<file path="src/design/hid_boot_report_key_differ_macros.svh">
// assertion macros shared by the key differ rtl
`ifndef HID_BOOT_REPORT_KEY_DIFFER_MACROS_SVH
`define HID_BOOT_REPORT_KEY_DIFFER_MACROS_SVH

// same-cycle implication
`define HBRKD_ASSERT_NOW(label, clk, rst, ante, cons) \
  label: assert property (@(posedge clk) disable iff (rst) (ante) |-> (cons)) \
    else $error("hbrkd assertion failed");

// next-cycle implication
`define HBRKD_ASSERT_NEXT(label, clk, rst, ante, cons) \
  label: assert property (@(posedge clk) disable iff (rst) (ante) |=> (cons)) \
    else $error("hbrkd assertion failed");

`endif

</file>
<file path="src/design/hbrkd_pkg.sv">
// package: widths, codes and usage-to-action map of the key differ
package hbrkd_pkg;

  localparam int USAGE_W        = 8;
  localparam int ACTION_W       = 5;
  localparam int LEN_W          = 8;
  localparam int FUNC_W         = 2;
  localparam int FIELD_SLOTS    = 6;
  localparam int SLOT_COUNT_DEF = 6;
  localparam int MAX_EVENTS     = 12;
  localparam int CNT_W          = $clog2(MAX_EVENTS + 1);

  typedef enum logic [FUNC_W-1:0] {
    FUNC_REPORT     = 2'd0,
    FUNC_CONNECT    = 2'd1,
    FUNC_DISCONNECT = 2'd2
  } func_t;

  typedef enum logic [1:0] {
    ST_IDLE,
    ST_RELEASE,
    ST_PRESS,
    ST_FLUSH
  } state_t;

  // 0 means unmapped
  function automatic logic [ACTION_W-1:0] usage_action(input logic [USAGE_W-1:0] u);
    logic [ACTION_W-1:0] a;
    a = '0;
    unique case (u)
      8'h1A, 8'h52: a = 5'd1;
      8'h16, 8'h51: a = 5'd2;
      8'h36, 8'h50: a = 5'd3;
      8'h37, 8'h4F: a = 5'd4;
      8'h04:        a = 5'd5;
      8'h07:        a = 5'd6;
      8'h09:        a = 5'd7;
      8'h2C:        a = 5'd8;
      8'h28:        a = 5'd9;
      8'h29:        a = 5'd10;
      8'h2B:        a = 5'd11;
      default: begin
        if (u >= 8'h1E && u <= 8'h24) begin
          a = 5'd12 + ACTION_W'(u - 8'h1E);
        end
      end
    endcase
    return a;
  endfunction

endpackage

</file>
<file path="src/design/hbrkd_if.sv">
// valid/ready channels for reports in and key events out
interface hbrkd_in_if;
  logic       valid;
  logic       ready;
  logic [1:0] func;
  logic [7:0] report_length;
  logic [7:0] key_slot_0;
  logic [7:0] key_slot_1;
  logic [7:0] key_slot_2;
  logic [7:0] key_slot_3;
  logic [7:0] key_slot_4;
  logic [7:0] key_slot_5;

  modport source (
    output valid, func, report_length,
    output key_slot_0, key_slot_1, key_slot_2, key_slot_3, key_slot_4, key_slot_5,
    input  ready
  );
  modport sink (
    input  valid, func, report_length,
    input  key_slot_0, key_slot_1, key_slot_2, key_slot_3, key_slot_4, key_slot_5,
    output ready
  );
endinterface

interface hbrkd_out_if;
  logic       valid;
  logic       ready;
  logic       pressed;
  logic [4:0] action;
  logic [7:0] usage_code;
  logic       last_event;

  modport source (
    output valid, pressed, action, usage_code, last_event,
    input  ready
  );
  modport sink (
    input  valid, pressed, action, usage_code, last_event,
    output ready
  );
endinterface

</file>
<file path="src/design/hbrkd_match.sv">
// compare unit: one usage against a whole slot set, plus action lookup
module hbrkd_match #(
  parameter int SLOT_COUNT = hbrkd_pkg::SLOT_COUNT_DEF
) (
  input  logic [hbrkd_pkg::USAGE_W-1:0]                 usage,
  input  logic [SLOT_COUNT-1:0][hbrkd_pkg::USAGE_W-1:0] set,
  output logic                                          hit,
  output logic [hbrkd_pkg::ACTION_W-1:0]                action
);
  import hbrkd_pkg::*;

  logic [SLOT_COUNT-1:0] eq;

  always_comb begin
    for (int k = 0; k < SLOT_COUNT; k++) begin
      eq[k] = (set[k] == usage);
    end
  end

  // mapped codes are never zero, so a nonzero action covers the empty check
  assign action = usage_action(usage);
  assign hit    = (action != '0) && !(|eq);

endmodule

</file>
<file path="src/design/hid_boot_report_key_differ.sv">
// top level: walks prior and new key slots one per cycle, pausing while the event output
// stalls, and emits press/release events; a report or disconnect runs from accept through
// a step per prior slot and a step per new slot to a flush of the held event; connect and
// ignored items do not walk; reset clears the stored slots and all control
// events leave through an output register; a found event is held until the next is found
// or the flush, so that the final one can carry last_event
module hid_boot_report_key_differ #(
  parameter int SLOT_COUNT = hbrkd_pkg::SLOT_COUNT_DEF
) (
  input logic         clk,
  input logic         rst,
  hbrkd_in_if.sink    report,
  hbrkd_out_if.source events
);
  import hbrkd_pkg::*;
  `include "hid_boot_report_key_differ_macros.svh"

  localparam int IDX_W = (SLOT_COUNT > 1) ? $clog2(SLOT_COUNT) : 1;

  state_t state, state_next;
  logic [IDX_W-1:0] idx;
  logic [CNT_W-1:0] count;
  logic [SLOT_COUNT-1:0][USAGE_W-1:0] prev;
  logic [SLOT_COUNT-1:0][USAGE_W-1:0] now;
  logic [SLOT_COUNT-1:0][USAGE_W-1:0] capture;
  logic [FIELD_SLOTS-1:0][USAGE_W-1:0] field_slots;

  logic                pend_valid;
  logic                pend_pressed;
  logic [ACTION_W-1:0] pend_action;
  logic [USAGE_W-1:0]  pend_usage;

  logic                out_valid;
  logic                out_pressed;
  logic [ACTION_W-1:0] out_action;
  logic [USAGE_W-1:0]  out_usage;
  logic                out_last;

  logic [USAGE_W-1:0]                 cmp_usage;
  logic [SLOT_COUNT-1:0][USAGE_W-1:0] cmp_set;
  logic                               cmp_hit;
  logic [ACTION_W-1:0]                cmp_action;

  logic in_xfer, starts_walk, walking, walk_end, out_free;
  logic step_hit, blocked, push, push_last;

  assign field_slots[0] = report.key_slot_0;
  assign field_slots[1] = report.key_slot_1;
  assign field_slots[2] = report.key_slot_2;
  assign field_slots[3] = report.key_slot_3;
  assign field_slots[4] = report.key_slot_4;
  assign field_slots[5] = report.key_slot_5;

  // slots past the report length or past the six fields read zero; disconnect takes all zero
  for (genvar i = 0; i < SLOT_COUNT; i++) begin : g_capture
    if (i < FIELD_SLOTS) begin : g_field
      assign capture[i] = (report.func == FUNC_REPORT &&
                           {1'b0, report.report_length} > (LEN_W + 1)'(i + 2))
                          ? field_slots[i] : '0;
    end else begin : g_zero
      assign capture[i] = '0;
    end
  end

  assign report.ready = (state == ST_IDLE);
  assign in_xfer      = report.valid && report.ready;
  assign starts_walk  = (report.func == FUNC_DISCONNECT) ||
                        (report.func == FUNC_REPORT && report.report_length >= 8'd3);

  // shared compare unit: releases test prior slots against new, presses the reverse
  assign cmp_usage = (state == ST_PRESS) ? now[idx] : prev[idx];
  assign cmp_set   = (state == ST_PRESS) ? prev : now;

  hbrkd_match #(
    .SLOT_COUNT(SLOT_COUNT)
  ) u_match (
    .usage (cmp_usage),
    .set   (cmp_set),
    .hit   (cmp_hit),
    .action(cmp_action)
  );

  assign walking  = (state == ST_RELEASE) || (state == ST_PRESS);
  assign walk_end = (idx == IDX_W'(SLOT_COUNT - 1));
  assign out_free = !out_valid || events.ready;

  always_comb begin
    step_hit  = walking && cmp_hit && (count < CNT_W'(MAX_EVENTS));
    push      = 1'b0;
    push_last = 1'b0;
    blocked   = 1'b0;
    if (step_hit && pend_valid) begin
      push    = out_free;
      blocked = !out_free;
    end else if (state == ST_FLUSH && pend_valid) begin
      push      = out_free;
      push_last = 1'b1;
      blocked   = !out_free;
    end
  end

  always_comb begin
    state_next = state;
    unique case (state)
      ST_IDLE: begin
        if (in_xfer && starts_walk) state_next = ST_RELEASE;
      end
      ST_RELEASE: begin
        if (!blocked && walk_end) state_next = ST_PRESS;
      end
      ST_PRESS: begin
        if (!blocked && walk_end) state_next = ST_FLUSH;
      end
      ST_FLUSH: begin
        if (!blocked) state_next = ST_IDLE;
      end
    endcase
  end

  always_ff @(posedge clk) begin
    if (rst) begin
      state      <= ST_IDLE;
      idx        <= '0;
      count      <= '0;
      prev       <= '0;
      pend_valid <= 1'b0;
      out_valid  <= 1'b0;
    end else begin
      state <= state_next;
      if (in_xfer) begin
        idx   <= '0;
        count <= '0;
        if (report.func == FUNC_CONNECT) prev <= '0;
      end
      if (walking && !blocked) begin
        idx <= walk_end ? '0 : idx + 1'b1;
        if (step_hit) begin
          count      <= count + 1'b1;
          pend_valid <= 1'b1;
        end
        if (state == ST_PRESS && walk_end) prev <= now;
      end
      if (state == ST_FLUSH && !blocked) pend_valid <= 1'b0;
      if (push) begin
        out_valid <= 1'b1;
      end else if (events.ready) begin
        out_valid <= 1'b0;
      end
    end
  end

  always_ff @(posedge clk) begin
    if (in_xfer) now <= capture;
    if (walking && !blocked && step_hit) begin
      pend_pressed <= (state == ST_PRESS);
      pend_action  <= cmp_action;
      pend_usage   <= cmp_usage;
    end
    if (push) begin
      out_pressed <= pend_pressed;
      out_action  <= pend_action;
      out_usage   <= pend_usage;
      out_last    <= push_last;
    end
  end

  assign events.valid      = out_valid;
  assign events.pressed    = out_pressed;
  assign events.action     = out_action;
  assign events.usage_code = out_usage;
  assign events.last_event = out_last;

  `HBRKD_ASSERT_NOW(a_idle_no_pend, clk, rst, state == ST_IDLE, !pend_valid)
  `HBRKD_ASSERT_NOW(a_count_cap, clk, rst, 1'b1, count <= CNT_W'(MAX_EVENTS))
  `HBRKD_ASSERT_NEXT(a_disc_clears, clk, rst,
                     in_xfer && report.func == FUNC_DISCONNECT, now == '0)
  `HBRKD_ASSERT_NEXT(a_flush_done, clk, rst,
                     state == ST_FLUSH && !pend_valid, state == ST_IDLE)

endmodule

</file>
<file path="src/flat_wrapper.sv">
// flat-port wrapper written by rule: the top's interface ports become plain ports
module hid_boot_report_key_differ_flat import hbrkd_pkg::*;
#(
  parameter int SLOT_COUNT = hbrkd_pkg::SLOT_COUNT_DEF
)
  (clk, rst, report_valid, report_func, report_report_length, report_key_slot_0, report_key_slot_1, report_key_slot_2, report_key_slot_3, report_key_slot_4, report_key_slot_5, report_ready, events_valid, events_pressed, events_action, events_usage_code, events_last_event, events_ready);
  hbrkd_in_if report_i ();
  hbrkd_out_if events_i ();
  input logic clk;
  input logic rst;
  input wire logic [$bits(report_i.valid)-1:0] report_valid;
  input wire logic [$bits(report_i.func)-1:0] report_func;
  input wire logic [$bits(report_i.report_length)-1:0] report_report_length;
  input wire logic [$bits(report_i.key_slot_0)-1:0] report_key_slot_0;
  input wire logic [$bits(report_i.key_slot_1)-1:0] report_key_slot_1;
  input wire logic [$bits(report_i.key_slot_2)-1:0] report_key_slot_2;
  input wire logic [$bits(report_i.key_slot_3)-1:0] report_key_slot_3;
  input wire logic [$bits(report_i.key_slot_4)-1:0] report_key_slot_4;
  input wire logic [$bits(report_i.key_slot_5)-1:0] report_key_slot_5;
  output wire logic [$bits(report_i.ready)-1:0] report_ready;
  output wire logic [$bits(events_i.valid)-1:0] events_valid;
  output wire logic [$bits(events_i.pressed)-1:0] events_pressed;
  output wire logic [$bits(events_i.action)-1:0] events_action;
  output wire logic [$bits(events_i.usage_code)-1:0] events_usage_code;
  output wire logic [$bits(events_i.last_event)-1:0] events_last_event;
  input wire logic [$bits(events_i.ready)-1:0] events_ready;
  assign report_i.valid = report_valid;
  assign report_i.func = report_func;
  assign report_i.report_length = report_report_length;
  assign report_i.key_slot_0 = report_key_slot_0;
  assign report_i.key_slot_1 = report_key_slot_1;
  assign report_i.key_slot_2 = report_key_slot_2;
  assign report_i.key_slot_3 = report_key_slot_3;
  assign report_i.key_slot_4 = report_key_slot_4;
  assign report_i.key_slot_5 = report_key_slot_5;
  assign report_ready = report_i.ready;
  assign events_valid = events_i.valid;
  assign events_pressed = events_i.pressed;
  assign events_action = events_i.action;
  assign events_usage_code = events_i.usage_code;
  assign events_last_event = events_i.last_event;
  assign events_i.ready = events_ready;
  hid_boot_report_key_differ #(.SLOT_COUNT(SLOT_COUNT)) u_core (.clk(clk), .rst(rst), .report(report_i), .events(events_i));
endmodule
</file>
<file path="config.mk">
export PLATFORM = sky130hd
export DESIGN_NAME = hid_boot_report_key_differ_flat
export DESIGN_NICKNAME = d
export VERILOG_FILES = /design/src/design/hbrkd_pkg.sv /design/src/design/hbrkd_if.sv /design/src/design/hbrkd_match.sv /design/src/design/hid_boot_report_key_differ.sv /design/src/flat_wrapper.sv
export VERILOG_INCLUDE_DIRS = /design/src /design/src/design
export SDC_FILE = /design/constraint.sdc
export NUM_CORES = 1
export LEC_CHECK = 0
export BUFFER_PORTS_ARGS = -buffer_cell sky130_fd_sc_hd__buf_2
export CAP_MARGIN = 40
export CORE_UTILIZATION = 45
export CTS_CLUSTER_DIAMETER = 60
export DETAILED_ROUTE_END_ITERATION = 8
export SLEW_MARGIN = 20
export SYNTH_ARGS = -nofsm -noshare
export SYNTH_HDL_FRONTEND = slang
export SYNTH_SLANG_ARGS = --single-unit
</file>
<file path="constraint.sdc">
create_clock -name clk -period 8.5 [get_ports clk]
set_input_delay 1.7 -clock clk [delete_from_list [all_inputs] [get_ports clk]]
set_output_delay 1.7 -clock clk [all_outputs]
set_load 0.02 [all_outputs]
</file>
# == Yosys cells after proc, flatten, opt, wreduce, memory -nomap -nowiden ==
# Cells that the tools add are included.
# word_totals
regBits,136
input_bits,62
output_inout_bits,17
word_cells,140
# op_classes
add_sub_neg,4
order_cmp,11
eq_ne,31
n_mux,30
n_reduce_logical,40
# ops
op,count
48-bit two-way mux,5
5-bit case mux with 11 select lines,1
8-bit binary-select mux with 3-bit select,2
8-bit by 6-bit == test with 1-bit output (second input constant),6
8-bit == test,6
8-bit by 7-bit == test with 1-bit output (second input constant),4
8-bit by 3-bit > comparator with 1-bit output (second input constant),4
8-bit two-way mux,3
1-bit logical AND,20
8-bit by 3-bit == test with 1-bit output (second input constant),2
8-bit by 5-bit == test with 1-bit output (second input constant),2
8-bit by 2-bit > comparator with 1-bit output (second input constant),2
4-bit two-way mux,3
2-bit OR reduction,5
3-bit two-way mux,3
8-bit by 4-bit == test with 1-bit output (second input constant),1
8-bit by 2-bit >= comparator with 1-bit output (second input constant),1
8-bit by 5-bit >= comparator with 1-bit output (second input constant),1
8-bit by 6-bit less-or-equal comparator with 1-bit output (second input constant),1
2-bit two-way mux,4
2-bit case mux with 4 select lines,1
1-bit two-way mux,7
2-bit == test (second input constant),3
2-bit != test (second input constant),3
other kinds (18),26

# == Longest topological paths before layout ==
# depth
depth_word,17
ltp_mapped,19
mapped_depth_nobuf,14

# == Modules after synthesis ==
# Synthesis repeated with hierarchy kept, for this count alone.
# hier_totals
cells_unflattened,684
hier_area_um2,7492.2
# modules_own_cells
mod,instances,cells_per_inst,area_each_um2,seq_area_each_um2
hid_boot_report_key_differ,1,547,6457.4,3493.4
hbrkd_match,1,137,1034.7,0.0

# == Worst setup path before layout ==
# OpenSTA, ideal clock, no wires.
# synth_timing
kind,flip-flop to flip-flop
start,register u_core.state[0]
end,register u_core.out_action[0] (netlist: u_core.events.action[0]) (enable)
setup_time_ps,386
arrival_time_ps,3720
required_ps,8114
setup_slack_ps,4393
path_stages_with_launch,17
n_path_buf,4
period_less_slack_ps,4107
path_cell_list,dfxtp_1 > inv_1 > ha_1 > buf_4 > buf_2 > mux4_2 > nand2_1 > o31a_1 > buf_2 > buf_4 > ha_1 > xnor2_1 > and4_1 > o2111a_2 > a211oi_1 > o21ai_0 > nor2_1
# synth_via
elab_chain_cells,12
word_cells_on_any_way,48
cone_classes,add/sub: 2; order compare: 2; eq/ne: 24; mux: 6; reduce/logical: 14
# synth_rtl
element,line,rtl
"start, declared",hid_boot_report_key_differ.sv:20,"state_t state, state_next;"
"start signal, assigned",hid_boot_report_key_differ.sv:129,state <= state_next;
2-bit == test,"hid_boot_report_key_differ.sv:71, hid_boot_report_key_differ.sv:72, hid_boot_report_key_differ.sv:83",
8-bit two-way mux,hid_boot_report_key_differ.sv:71,assign cmp_usage = (state == ST_PRESS) ? now[idx] : prev[idx];
5-bit subtractor (tied with other cells),hbrkd_pkg.sv:44,a = 5'd12 + ACTION_W'(u - 8'h1E);
4-bit by 5-bit adder with 5-bit output / 1-bit logical AND (equally long branches),"hbrkd_pkg.sv:44, hbrkd_pkg.sv:43",
5-bit two-way mux,hbrkd_pkg.sv:43,if (u >= 8'h1E && u <= 8'h24) begin
5-bit case mux with 11 select lines,hbrkd_pkg.sv:30,unique case (u)
5-bit nonzero test,hbrkd_match.sv:22,assign hit = (action != '0) && !(|eq);
1-bit logical AND,hbrkd_match.sv:22,
1-bit logical AND (2 in a row),hid_boot_report_key_differ.sv:88,step_hit = walking && cmp_hit && (count < CNT_W'(MAX_EVENTS));
1-bit logical AND,hid_boot_report_key_differ.sv:92,if (step_hit && pend_valid) begin
1-bit two-way mux (*),hid_boot_report_key_differ.sv:92,
named net u_core.push,hid_boot_report_key_differ.sv:45,"logic step_hit, blocked, push, push_last;"
"end signal, assigned",hid_boot_report_key_differ.sv:161,out_action <= pend_action;
"end, declared",hid_boot_report_key_differ.sv:35,logic [ACTION_W-1:0] out_action;
# Mark *: on every way through the listed nets, which the timed path passes. The rest lies on a longest branch.
# A chain may end at the register's enable or synchronous reset.

# == Final worst setup path ==
# layout_timing
start,register u_core.state[0]
end,register u_core.prev[45] (netlist name)
# layout_via
elab_chain_cells,15
word_cells_on_any_way,56
cone_classes,add/sub: 2; order compare: 2; eq/ne: 24; mux: 9; reduce/logical: 19
# layout_rtl
element,line,rtl
2-bit == test,--,
8-bit two-way mux,hid_boot_report_key_differ.sv:71,
5-bit subtractor (tied with other cells),hbrkd_pkg.sv:44,
4-bit by 5-bit adder with 5-bit output / 1-bit logical AND (equally long branches),"hbrkd_pkg.sv:44, hbrkd_pkg.sv:43",
5-bit two-way mux,hbrkd_pkg.sv:43,
5-bit case mux with 11 select lines,hbrkd_pkg.sv:30,
5-bit nonzero test,hbrkd_match.sv:22,
1-bit logical AND,hbrkd_match.sv:22,
1-bit logical AND (2 in a row),hid_boot_report_key_differ.sv:88,
1-bit logical AND,hid_boot_report_key_differ.sv:92,
1-bit two-way mux,hid_boot_report_key_differ.sv:92,
1-bit zero test,hid_boot_report_key_differ.sv:135,if (walking && !blocked) begin
1-bit logical AND,hid_boot_report_key_differ.sv:135,
48-bit two-way mux (*),hid_boot_report_key_differ.sv:135,
"end signal, assigned",hid_boot_report_key_differ.sv:141,if (state == ST_PRESS && walk_end) prev <= now;
"end, declared",hid_boot_report_key_differ.sv:23,logic [SLOT_COUNT-1:0][USAGE_W-1:0] prev;
# Every way passes the cells marked *; elsewhere a longest branch is shown, timed or not.

==> impl_metrics.ini <==
[timing]
worst_slew_pin_slew_ns = 0.811
slew_violations = 0
fin_hold_viols = 0
final.setup_skew_ns = 0.00801
hold_slack_ns = 0.415
maxSlewHeadroom_pct = 45.9
fin_crit_ns = 5.20
timing.final.setup_violations = 0
final.period_utilization_pct = 61.2
max_freq_mhz = 192
setup-tns-final_ns = 0
setup_repair_after_global_routing_missed_its_margin = false

[synthesis]
synth_enable_flop_cells = 77
ys_ff_latch = 136
synth_async_sr_flop_share_pct = 0
ys.flop_type = sky130_fd_sc_hd__edfxtp_1
synth_sequential_area_ratio_pct = 44.9
syn_inst = 724
postSynthAreaPerCell_um2 = 10.7
synthDistinctLibCells = 66
syn_nets = 793
mappedNetlistArea_mm2 = 0.00778
synth_warnings = 0

[clock_tree]
cts_hold_buffers = 0
worst_setup_hold_path_clk_slew_ns = 0.06
clock_tree_from_tritoncts = built
cts_inserted_buffers = 17
root_buffer = sky130_fd_sc_hd__clkbuf_16
ctsLongestPathBuffers = 2
clock-sinks = 136
cts-htree-levels = 4
postCtsResizedCells = 0
cts_setup_buffers = 0
insertion_delay_ns = 0.42

[global_route]
antenna_found_initial = 0
globalRouteOverflowTotal = 0
grt_first_pass_wirelength_mm = 29.2
grt_pass1_vias = 5543
maximum_number_of_pins_on_one_net_before_global_route_repair = 50
global_route.usage.total_pct = 21.4

[layout]
final_net_count = 860
layout_commonest_cell = sky130_fd_sc_hd__nand2_1
stdcell_area_mm2 = 0.00891
commonest_cells_after_routing_fill_and_taps_aside = 123 x sky130_fd_sc_hd__nand2_1, 99 x sky130_fd_sc_hd__mux2i_1, 78 x sky130_fd_sc_hd__buf_2
fraction_of_final_layout_cells_with_drive_strength_greater_than_1_pct = 21.1
insertedDiodeCount = 0
layout_fillers = 1525
fin_util_pct = 53.3
layout-area-overhead-vs-synth_pct = 14.5

[floorplanning]
die_x_um = 133
initial_utilization_pct = 46.6
core_mm2 = 0.0167
total_die_area_mm2 = 0.0178
row_count = 47
pin_count = 79
chipHeight_um = 133

[placed_design]
placed_cell_area_mm2 = 0.00834
dpl.hpwl_mm = 13.2
buffer_ports.inserted = 78
globalplace.congestion = 0.833

[routing]
routed_wire_length_per_instance_um = 18.0
dr_total_vias = 5687
drt-initial-drc-count = 308
detail_route.first_pass.iterations = 5
drt-total-wl_mm = 18.5
final_antenna_net_count = 0
drc_errors = 0
route.detailed.vias_per_inst = 5.55

[flow_run]
cap_viol_max_count = 0

[setup_path]
worst-endpoint-required_ns = 8.84
critPathLaunchType = flip-flop
data_arrival_critical_path_ns = 5.54
critical_path.max_fanout = 40
timing.critical_path.to_type = flip-flop
worstSetupPathType = reg -> reg

[power_and_ir_drop]
internal_power_uw = 1610
share_clk_of_total_power_pct = 26.2
power_switching_share_pct = 37.4
leakagePower_uw = 0.00310
power_per_cell_area_mw_per_mm2 = 289
comb_power_share_pct = 40.3
max-vdd-ir-drop_mv = 0.172
power_switching_uw = 962
seq_pwr_share_pct = 33.4

[status]
outcome = completed

[min_path]
min-delay-path-class = reg -> reg
[synth_stat cells, drive strengths merged (7+ instances only)]
master  count  area share (%)
mux2i      99              13
nand3      17             1.1
nor3       14             1.0
xnor2      31             3.5
edfxtp     77              30
buf        32             2.8
xor2       20             2.3
nor2       23             1.1
o22ai       9            0.88
a21oi      13            0.84
clkbuf     13            0.63
o21ai      14             1.0
mux2       17             2.5
inv        12            0.58
and2       51             4.1
mux4       15             4.3
nor4        8            0.64
nand2b      7            0.56
ha          7             1.1
nand2     124             6.0
dfxtp      59              15
[kinds of logic (layout without fill, tap and decap cells)]
kind of cell    after synthesis  after routing  share of synthesized area (%)
buf+inv                      57            137                           4.05
simple gates                271            271                           17.1
xor+xnor                     51             51                           5.74
mux                         131            131                           19.6
compound gates               71             71                           7.45
flops                       136            136                           44.9
fa+ha+maj                     7              7                           1.13
[routing by layer]
metal  wire length, µm  vias to the layer above  global-route usage, %
li1                  -                     2734                      -
met1              8340                     2760                   27.8
met2              8930                      168                   35.6
met3               919                       25                   4.79
met4               279                        0                   6.57
met5                 0                        -                      0
[stage by stage]
stage	setup WS, ns	std cells	total power [µW]
final	3.30	1024	2570
after global routing	2.99	1024	2710
after CTS	3.22	1023	2590
after detailed placement	3.26	991	1910
after global placement	2.99	986	1860
after floorplan	4.39	724	1660
[worst paths after layout]
kind,startpoint,endpoint,slack [ns],depth (start not counted)
worst min register to register,u_core.pend_action[2],u_core.events.action[2],0.42,0
worst max register to register,u_core.state[0],u_core.prev[45],3.30,16
worst max-delay path,u_core.state[0],u_core.prev[45],3.30,16
worst min-delay path,u_core.pend_action[2],u_core.events.action[2],0.42,0
[worst max-delay path: stages (launching register included)]
cell and delay, ns:
sky130_fd_sc_hd__dfxtp_1 0.33, sky130_fd_sc_hd__inv_1 0.13, sky130_fd_sc_hd__ha_4 0.58, sky130_fd_sc_hd__buf_4 0.52, sky130_fd_sc_hd__nand2b_1 0.30, sky130_fd_sc_hd__o22ai_2 0.14
sky130_fd_sc_hd__o31ai_4 0.35, sky130_fd_sc_hd__buf_6 0.24, sky130_fd_sc_hd__or2_0 0.34, sky130_fd_sc_hd__nor3_1 0.13, sky130_fd_sc_hd__o31ai_1 0.41, sky130_fd_sc_hd__a22o_1 0.35
sky130_fd_sc_hd__a2111oi_4 0.14, sky130_fd_sc_hd__nor3_4 0.19, sky130_fd_sc_hd__buf_4 0.35, sky130_fd_sc_hd__buf_12 0.29, sky130_fd_sc_hd__mux2i_1 0.23
[power groups by stage]
stage / Combinational (µW) / Clock [µW] / Sequential, µW
after floorplan: 808 / 0 / 851
after global placement: 991 / 0 / 869
final: 1040 / 676 / 861
after global routing: 1130 / 719 / 868
after detailed placement: 1030 / 0 / 873
after CTS: 1040 / 691 / 859
[state kept, by name, summed over array words and instances, names as in the netlist, 2 cells and up]
name and count:
u_core.pend_action 5, u_core.idx 3, u_core.state 2, u_core.events.usage_code 8
u_core.events.action 5, u_core.now 48, u_core.prev 48, u_core.count 4
u_core.pend_usage 8
[layout make-up]
class	count	area, µm²	area share, %
tap	220	275	3.09
multi-input combinational	531	4010	45.0
clock buffer	22	474	5.32
timing repair buffer	93	538	6.04
sequential	136	3490	39.2
inverter	12	45.0	0.506
clock inverter	10	71.3	0.801
(Power assumes the default switching activity.)
